$ cat config.mk
export PLATFORM = sky130hd
export DESIGN_NAME = pixel_swizzle_premultiply_unit
export DESIGN_NICKNAME = d
export VERILOG_FILES = /design/src/design/psp_pkg.sv /design/src/design/psp_swizzle.sv /design/src/design/psp_mult.sv /design/src/design/psp_div.sv /design/src/design/pixel_swizzle_premultiply_unit.sv
export SDC_FILE = /design/constraint.sdc
export NUM_CORES = 1
export LEC_CHECK = 0
export ABC_CLOCK_PERIOD_IN_PS = 7300
export BUFFER_PORTS_ARGS = -buffer_cell sky130_fd_sc_hd__buf_2
export CORE_ASPECT_RATIO = 1.1
export CORE_MARGIN = 2
export CORE_UTILIZATION = 55
export CTS_CLUSTER_DIAMETER = 60
export DETAILED_ROUTE_END_ITERATION = 12
export PLACE_DENSITY = 0.72
export RECOVER_POWER = 50
export SYNTH_ARGS = -nofsm -noshare
export SYNTH_HDL_FRONTEND = slang
export SYNTH_SLANG_ARGS = --single-unit
$ cat constraint.sdc
create_clock -name clk -period 7.3 [get_ports clk]
set_input_delay 1.46 -clock clk [delete_from_list [all_inputs] [get_ports clk]]
set_output_delay 1.46 -clock clk [all_outputs]
set_load 0.02 [all_outputs]
$ cat src/design/psp_pkg.sv
// shared types and constants for the pixel swizzle and premultiply pipeline
// no dependencies; imported by every module of the block
package psp_pkg;

  // source layout codes held in the format register
  typedef enum logic [2:0] {
    FMT_ALPHA     = 3'd0,
    FMT_LUM_ALPHA = 3'd1,
    FMT_RGBA      = 3'd2,
    FMT_BGRA      = 3'd3,
    FMT_ARGB      = 3'd4,
    FMT_RGB       = 3'd5,
    FMT_BGR       = 3'd6
  } fmt_e;

  localparam logic [2:0] FMT_RESET     = FMT_RGBA;
  localparam logic [7:0] CHAN_MAX      = 8'd255;
  localparam logic [7:0] ROUND_BIAS    = 8'd127;
  localparam int         PROD_W        = 16;

  // input beat
  typedef struct packed {
    logic [7:0] byte_lane0;
    logic [7:0] byte_lane1;
    logic [7:0] byte_lane2;
    logic [7:0] byte_lane3;
    logic       in_last;
  } pix_in_t;

  // result beat
  typedef struct packed {
    logic [7:0] red_premul;
    logic [7:0] green_premul;
    logic [7:0] blue_premul;
    logic [7:0] alpha_out;
    logic       out_last;
  } pix_out_t;

  // swizzled pixel between stage 1 and stage 2
  typedef struct packed {
    logic [7:0] r;
    logic [7:0] g;
    logic [7:0] b;
    logic [7:0] a;
    logic       last;
  } rgba_t;

  // rounded products between stage 2 and stage 3
  typedef struct packed {
    logic [PROD_W-1:0] pr;
    logic [PROD_W-1:0] pg;
    logic [PROD_W-1:0] pb;
    logic [7:0]        a;
    logic              last;
  } prod_t;

endpackage

$ cat src/design/psp_swizzle.sv
// stage 1: maps raw byte lanes to r, g, b, a by source layout
// depends on psp_pkg
module psp_swizzle (
  input  logic            clk,
  input  logic            rst_n,
  input  logic [2:0]      fmt,
  input  logic            up_valid,
  output logic            up_ready,
  input  psp_pkg::pix_in_t up_data,
  output logic            dn_valid,
  input  logic            dn_ready,
  output psp_pkg::rgba_t  dn_data
);
  import psp_pkg::*;

  logic  valid_r;
  rgba_t data_r;
  rgba_t data_nxt;

  // lane select per layout; undefined code gives zero color and alpha
  always_comb begin
    data_nxt      = '0;
    data_nxt.last = up_data.in_last;
    unique case (fmt)
      FMT_ALPHA: begin
        data_nxt.r = CHAN_MAX;
        data_nxt.g = CHAN_MAX;
        data_nxt.b = CHAN_MAX;
        data_nxt.a = up_data.byte_lane0;
      end
      FMT_LUM_ALPHA: begin
        data_nxt.r = up_data.byte_lane0;
        data_nxt.g = up_data.byte_lane0;
        data_nxt.b = up_data.byte_lane0;
        data_nxt.a = up_data.byte_lane1;
      end
      FMT_RGBA: begin
        data_nxt.r = up_data.byte_lane0;
        data_nxt.g = up_data.byte_lane1;
        data_nxt.b = up_data.byte_lane2;
        data_nxt.a = up_data.byte_lane3;
      end
      FMT_BGRA: begin
        data_nxt.r = up_data.byte_lane2;
        data_nxt.g = up_data.byte_lane1;
        data_nxt.b = up_data.byte_lane0;
        data_nxt.a = up_data.byte_lane3;
      end
      FMT_ARGB: begin
        data_nxt.r = up_data.byte_lane1;
        data_nxt.g = up_data.byte_lane2;
        data_nxt.b = up_data.byte_lane3;
        data_nxt.a = up_data.byte_lane0;
      end
      FMT_RGB: begin
        data_nxt.r = up_data.byte_lane0;
        data_nxt.g = up_data.byte_lane1;
        data_nxt.b = up_data.byte_lane2;
        data_nxt.a = CHAN_MAX;
      end
      FMT_BGR: begin
        data_nxt.r = up_data.byte_lane2;
        data_nxt.g = up_data.byte_lane1;
        data_nxt.b = up_data.byte_lane0;
        data_nxt.a = CHAN_MAX;
      end
      default: begin
        data_nxt.r = '0;
      end
    endcase
  end

  // stage takes a beat when empty or when its beat moves on
  assign up_ready = !valid_r || dn_ready;

  always_ff @(posedge clk) begin
    if (!rst_n) begin
      valid_r <= 1'b0;
    end else if (up_ready) begin
      valid_r <= up_valid;
    end
  end

  always_ff @(posedge clk) begin
    if (up_ready && up_valid) begin
      data_r <= data_nxt;
    end
  end

  assign dn_valid = valid_r;
  assign dn_data  = data_r;

endmodule

$ cat src/design/psp_mult.sv
// stage 2: multiplies each color channel by alpha and adds the rounding bias
// depends on psp_pkg
module psp_mult (
  input  logic           clk,
  input  logic           rst_n,
  input  logic           up_valid,
  output logic           up_ready,
  input  psp_pkg::rgba_t up_data,
  output logic           dn_valid,
  input  logic           dn_ready,
  output psp_pkg::prod_t dn_data
);
  import psp_pkg::*;

  logic  valid_r;
  prod_t data_r;
  prod_t data_nxt;

  // c*a + 127 stays below 2^16
  always_comb begin
    data_nxt.pr   = {8'd0, up_data.r} * {8'd0, up_data.a} + {8'd0, ROUND_BIAS};
    data_nxt.pg   = {8'd0, up_data.g} * {8'd0, up_data.a} + {8'd0, ROUND_BIAS};
    data_nxt.pb   = {8'd0, up_data.b} * {8'd0, up_data.a} + {8'd0, ROUND_BIAS};
    data_nxt.a    = up_data.a;
    data_nxt.last = up_data.last;
  end

  assign up_ready = !valid_r || dn_ready;

  always_ff @(posedge clk) begin
    if (!rst_n) begin
      valid_r <= 1'b0;
    end else if (up_ready) begin
      valid_r <= up_valid;
    end
  end

  always_ff @(posedge clk) begin
    if (up_ready && up_valid) begin
      data_r <= data_nxt;
    end
  end

  assign dn_valid = valid_r;
  assign dn_data  = data_r;

endmodule

$ cat src/design/psp_div.sv
// stage 3: divides the rounded products by 255 and forms the result beat
// depends on psp_pkg
module psp_div (
  input  logic             clk,
  input  logic             rst_n,
  input  logic             up_valid,
  output logic             up_ready,
  input  psp_pkg::prod_t   up_data,
  output logic             dn_valid,
  input  logic             dn_ready,
  output psp_pkg::pix_out_t dn_data
);
  import psp_pkg::*;

  logic     valid_r;
  pix_out_t data_r;
  pix_out_t data_nxt;

  // x/255 as (x + 1 + (x >> 8)) >> 8, exact for x below 65280
  function automatic logic [7:0] div255(input logic [PROD_W-1:0] x);
    logic [PROD_W:0] s;
    s = {1'b0, x} + {{PROD_W{1'b0}}, 1'b1} + {9'd0, x[PROD_W-1:8]};
    return s[15:8];
  endfunction

  always_comb begin
    data_nxt.red_premul   = div255(up_data.pr);
    data_nxt.green_premul = div255(up_data.pg);
    data_nxt.blue_premul  = div255(up_data.pb);
    data_nxt.alpha_out    = up_data.a;
    data_nxt.out_last     = up_data.last;
  end

  assign up_ready = !valid_r || dn_ready;

  always_ff @(posedge clk) begin
    if (!rst_n) begin
      valid_r <= 1'b0;
    end else if (up_ready) begin
      valid_r <= up_valid;
    end
  end

  always_ff @(posedge clk) begin
    if (up_ready && up_valid) begin
      data_r <= data_nxt;
    end
  end

  assign dn_valid = valid_r;
  assign dn_data  = data_r;

endmodule

$ cat src/design/pixel_swizzle_premultiply_unit.sv
// throughput: one beat per cycle while out_ready is high; each accepted input beat
// passes through registered swizzle, multiply and divide-by-255 stages, which
// stall together from out_ready back to in_ready, losing no beat
// reset (rst_n low, synchronous): pipeline emptied, format register set to rgba
// top level of the pixel swizzle and premultiply pipeline
// depends on psp_pkg, psp_swizzle, psp_mult, psp_div
module pixel_swizzle_premultiply_unit (
  input  logic               clk,
  input  logic               rst_n,
  input  logic               cfg_wr_en,
  input  logic [2:0]         cfg_wr_data,
  input  logic               in_valid,
  output logic               in_ready,
  input  psp_pkg::pix_in_t   in_data,
  output logic               out_valid,
  input  logic               out_ready,
  output psp_pkg::pix_out_t  out_data
);
  import psp_pkg::*;

  logic [2:0] fmt_r;
  logic       s1_valid;
  logic       s1_ready;
  rgba_t      s1_data;
  logic       s2_valid;
  logic       s2_ready;
  prod_t      s2_data;

  // format register
  always_ff @(posedge clk) begin
    if (!rst_n) begin
      fmt_r <= FMT_RESET;
    end else if (cfg_wr_en) begin
      fmt_r <= cfg_wr_data;
    end
  end

  psp_swizzle u_swizzle (
    .clk      (clk),
    .rst_n    (rst_n),
    .fmt      (fmt_r),
    .up_valid (in_valid),
    .up_ready (in_ready),
    .up_data  (in_data),
    .dn_valid (s1_valid),
    .dn_ready (s1_ready),
    .dn_data  (s1_data)
  );

  psp_mult u_mult (
    .clk      (clk),
    .rst_n    (rst_n),
    .up_valid (s1_valid),
    .up_ready (s1_ready),
    .up_data  (s1_data),
    .dn_valid (s2_valid),
    .dn_ready (s2_ready),
    .dn_data  (s2_data)
  );

  psp_div u_div (
    .clk      (clk),
    .rst_n    (rst_n),
    .up_valid (s2_valid),
    .up_ready (s2_ready),
    .up_data  (s2_data),
    .dn_valid (out_valid),
    .dn_ready (out_ready),
    .dn_data  (out_data)
  );

  // a ready sink never stalls the pipe
  a_ready_chain: assert property (@(posedge clk) disable iff (!rst_n)
    out_ready |-> in_ready)
    else $error("pipeline stalls with sink ready");

  // premultiplied colors never exceed alpha
  a_premul_bound: assert property (@(posedge clk) disable iff (!rst_n)
    out_valid |-> (out_data.red_premul <= out_data.alpha_out) &&
                  (out_data.green_premul <= out_data.alpha_out) &&
                  (out_data.blue_premul <= out_data.alpha_out))
    else $error("premultiplied channel above alpha");

  // a register write shows on the next cycle
  a_cfg_write: assert property (@(posedge clk) disable iff (!rst_n)
    cfg_wr_en |=> fmt_r == $past(cfg_wr_data))
    else $error("format register write lost");

endmodule

# Yosys cells after proc, flatten, opt, wreduce, memory -nomap -nowiden
# Cells that the tools add are included.
# word_totals
register_bits	129
input_bits	41
output_inout_bits	35
elab_cells	51
# op_classes
add_sub_neg	9
mul	3
eq_ne	6
n_mux	2
reduce_logical	12
# op_table
operator	n
case mux 24 bit (7 select lines)	1
adder 16 x 1 -> 16 bit, second input constant	3
adder 16 x 7 -> 16 bit, second input constant	3
adder 16 x 8 -> 16 bit	3
multiplier 8 x 8 -> 16 bit	3
case mux 8 bit (4 select lines)	1
== test 3 bit, second input constant	3
== test 3 x 2 -> 1 bit, second input constant	2
== test 3 x 1 -> 1 bit, second input constant	1
logical AND 1 bit	3
zero test 1 bit	3
zero test 3 bit	1
logical OR 1 bit	3
OR reduction 3 bit	1
OR reduction 2 bit	1

# Longest topological paths before layout
# logic_depth
depth_word	5
ltp_mapped	17
depth_no_buf	16

# By module
# Synthesis repeated with hierarchy kept, for this count alone.
# hier_totals
cells_unflattened	1250
area_unflattened_um2	12773.5
# by_module_without_submodules
module	n_inst	cells_each	area_each_um2	seq_area_each_um2
psp_mult	1	886	8607.0	1731.7
psp_swizzle	1	198	2114.5	1011.0
psp_div	1	157	1945.6	1011.0
pixel_swizzle_premultiply_unit	1	9	106.4	60.1

# Least setup slack after synthesis
# OpenSTA, ideal clock, no wires.
# synth_path
path_kind	input to register
start	input port out_ready
end	register u_mult.data_r (netlist bit u_mult.dn_data[0]) (enable)
setup_ps	559
arrival_time_ps	5715
required_time_ps	6741
slack_ps	1026
cell_stages	2
n_path_buf	0
path_cell_list	nor2b_1 -> a21boi_0
# synth_between
elab_chain_cells	3
# synth_lines
element	line_no	source
start, declared	pixel_swizzle_premultiply_unit.sv:16	input logic out_ready,
logical OR 1 bit	psp_div.sv:34	assign up_ready = !valid_r || dn_ready;
logical OR 1 bit	psp_mult.sv:28	assign up_ready = !valid_r || dn_ready;
logical AND 1 bit	psp_mult.sv:39	if (up_ready && up_valid) begin
end signal, assigned	psp_mult.sv:40	data_r <= data_nxt;
end, declared	psp_mult.sv:16	prod_t data_r;
# Every way passes these cells.
# A chain may end at the register's enable or synchronous reset.

==> out/metrics.cfg <==
[outcome]
status = complete, but fails checks
violations = capacitance limit, slew limit

[setup_path]
worstSetupEndpoint = u_mult.dn_data[37]
worst-path-buf-inv = 3
cpPeakStageDelay_ps = 1030
crit_cells = 14
worst-r2r-setup-slack_ps = 2410
arrival_ps = 5050
crit_fanout = 25
reg2reg_depth = 14
startpoint_type = flop
critical-path-top-delay-family = adder cells
r2r_start = u_swizzle.dn_data[7]
end_kind = flop
critPathMostFrequentCell = fa_1
crit_required_ps = 7460
path_cells = nand2_1 > fa_1 > fa_1 > inv_1 > fa_1 > inv_1 > fa_1 > inv_1 > ha_1 > o21a_1 > o21a_1 > o2bb2ai_1 > mux2i_1 > nand3_1
r2r_end = u_mult.dn_data[37]
cp_slowest_cell = edfxtp_1
worstSetupPathType = reg2reg
cp-startpoint = u_swizzle.dn_data[7]

[grt]
grt_pass1_wl_um = 42100
grt_start_max_net_pins = 58
grt_pass1_vias = 8941
grt_usage = 0.220
antenna_found_initial = 0
grt_overflow_total = 0

[yosys]
synth_ff_type = edfxtp_1
netlist_area_sq_um = 12400
synth_edf_count = 123
synth-async-reset-ratio = 0
synth_fp_nets = 1498
ys_ff_latch = 129
synth.yosys.seq_area_share = 0.307
synth_cell_types = 64
syn_inst = 1208
yosysWarnings = 0
avgSynthCellArea_sq_um = 10.3

[job]
cap_violations = 2

[route]
dr.pass1.iters = 5
routed_via_density = 5.53
num_vias = 8734
ant_nets = 0
finalWirelength_um = 24500
wl_per_cell_um = 15.5
drt_iter0_markers = 401
drc = 0

[clock_tree]
numCtsBuffers = 17
clock_latency_ps = 430
cts_tree = done
cts_sinks = 129
htree_num_levels = 4
cts_max_path_buffers = 2
hold_buffers = 0
cts_resized = 0
clk_pin_slew_ps = 60
clockRootBuffer = clkbuf_16
post-cts-setup-buffers = 0

[sta]
fin_worst_skew_ps = 13.0
final.setup.tns_ps = 0
period_share = 0.670
fin_crit_ps = 4890
max_slew_margin = -1.09
hold_viol_final = 0
tightest_slew_ps = 3140
slew_viol_final = 92
setup_viol = 0
fmax_mhz = 204
rsz0062_at_grt = no

[place]
numPortBuffers = 75
place_area_sq_um = 13100
detailed_place_hpwl_um = 18400
gp_congestion = 0.900
dp_cells = 1547

[min_path]
hold_path.class = reg2reg

[final_layout]
drive_above_1_share = 0.0701
diodes = 0
final_cells = 1579
final_nets = 1561
fin_area_sq_um = 13600
syn_to_final_growth_pct = 9.44
fillCellCount = 1901

[power_and_ir_drop]
switchingPower_uw = 2620
p_seq_frac = 0.229
p_int_uw = 3540
power.leakage_uw = 0.00611
comb_power_share = 0.628
p_clk_frac = 0.143
ir_worst_vdd_mv = 0.273
switching_share = 0.426
power_density_nw_per_um2 = 454

[floorplan]
std_cell_rows = 57
initial_core_util = 0.561
design.die.area_sq_um = 23800
die_h_um = 162
ios = 76
die_w_um = 147
core_area_sq_um = 22100

-- layout by cell type (no fill, tap or decap), types with 17 or more instances in the layout --
cell / netlist / final
xnor2_1: 41 / 41
o21ai_0: 32 / 34
a21oi_1: 45 / 45
a21o_1: 17 / 17
and2_1: 108 / 105
inv_1: 189 / 189
fa_1: 126 / 126
o22ai_1: 24 / 24
edfxtp_1: 123 / 123
xor2_1: 18 / 18
clkbuf_1: 26 / 37
buf_2: 4 / 40
ha_1: 123 / 123
clkbuf_16: 0 / 17
nand2_1: 130 / 130
nor2_1: 36 / 36
-- power groups by stage --
stage | clock, uW | combinational (uW) | sequential, uW
6_report | 883 | 3870 | 1410
5_1_grt | 932 | 4480 | 1430
4_1_cts | 903 | 3940 | 1410
3_5_place_dp | 0 | 3900 | 1420
3_3_place_gp | 0 | 3800 | 1410
2_1_floorplan | 0 | 3200 | 1360
-- cell families after synthesis --
kind of cell,count (synthesis),synth area share
flops,129,0.307
mux,4,0.00333
xor+xnor,59,0.0416
fa+ha+maj,249,0.327
buf+inv,224,0.0682
simple gates,341,0.139
compound gates,202,0.113
-- per-layer routing --
| layer | track usage | vias to the layer above | routed length, um |
|---|---|---|---|
| met5 | 0 | - | 0 |
| met1 | 0.291 | 4252 | 10700 |
| li1 | - | 4190 | - |
| met4 | 0.0791 | 0 | 511 |
| met2 | 0.369 | 252 | 12100 |
| met3 | 0.0362 | 40 | 1160 |
-- state kept, by name (all words and copies together), names as in the netlist --
signal,flops
u_mult.dn_data,57
u_div.dn_data,33
u_swizzle.dn_data,33
u_mult.dn_valid,1
u_div.dn_valid,1
u_swizzle.dn_valid,1
fmt_r,3
-- per-stage QoR --
step / hold WS [ps] / setup slack, ps / power (uW) / utilization
6_report: 418 / 2410 / 6160 / 0.614
5_1_grt: 440 / 2170 / 6840 / 0.614
4_1_cts: 421 / 2420 / 6250 / 0.619
3_5_place_dp: 406 / 2420 / 5320 / 0.591
3_3_place_gp: 403 / 2520 / 5220 / 0.591
2_1_floorplan: 400 / 1030 / 4560 / -
-- area by class of cell --
cell class / count / area [sq um] / share of cell area
Multi-Input combinational cell: 855 / 7730 / 0.570
Sequential cell: 129 / 3810 / 0.281
Inverter: 192 / 721 / 0.0531
Clock buffer: 18 / 429 / 0.0316
Tap cell: 295 / 369 / 0.0272
Timing Repair Buffer: 76 / 335 / 0.0247
Clock inverter: 14 / 178 / 0.0131
-- how the worst min path moves through the flow --
stage	end	from	depth (start not counted)
2_1_floorplan	u_div.dn_data[0]	u_mult.dn_data[0]	0
3_3_place_gp	u_div.dn_data[8]	u_mult.dn_data[8]	0
3_5_place_dp	u_div.dn_data[8]	u_mult.dn_data[8]	0
4_1_cts	u_div.dn_data[0]	u_mult.dn_data[0]	0
5_1_grt	u_div.dn_data[7]	u_mult.dn_data[7]	0
6_report	u_div.dn_data[0]	u_mult.dn_data[0]	0
-- synth_stat cells (2+ instances only) --
cell type	number	share of area
a211oi_1	13	0.0079
a21boi_0	2	0.0012
a21o_1	17	0.010
a21oi_1	45	0.018
a21oi_2	2	0.0014
a221oi_1	8	0.0056
a31oi_1	3	0.0015
a41oi_1	8	0.0056
and2_1	108	0.054
and3_1	4	0.0020
buf_1	2	0.00061
buf_2	4	0.0016
clkbuf_1	26	0.0079
clkinv_1	2	0.00061
dfxtp_1	6	0.0097
edfxtp_1	123	0.30
fa_1	126	0.20
ha_1	123	0.12
inv_1	189	0.057
mux2i_1	3	0.0024
nand2_1	130	0.039
nand2b_1	14	0.0071
nand3_1	12	0.0048
nand4_1	6	0.0030
nor2_1	36	0.011
nor2b_1	10	0.0050
nor3_1	6	0.0024
nor3b_2	2	0.0020
o2111ai_1	9	0.0064
o211ai_1	3	0.0018
o21a_1	10	0.0061
o21ai_0	32	0.013
o21ai_1	3	0.0012
o21ai_2	3	0.0021
o21bai_1	4	0.0024
o221ai_1	2	0.0014
o22ai_1	24	0.012
o31a_1	2	0.0014
or2_2	2	0.0010
or3_1	3	0.0015
xnor2_1	41	0.029
xor2_1	18	0.013
No activity file was read; power rests on OpenSTA's default activity.
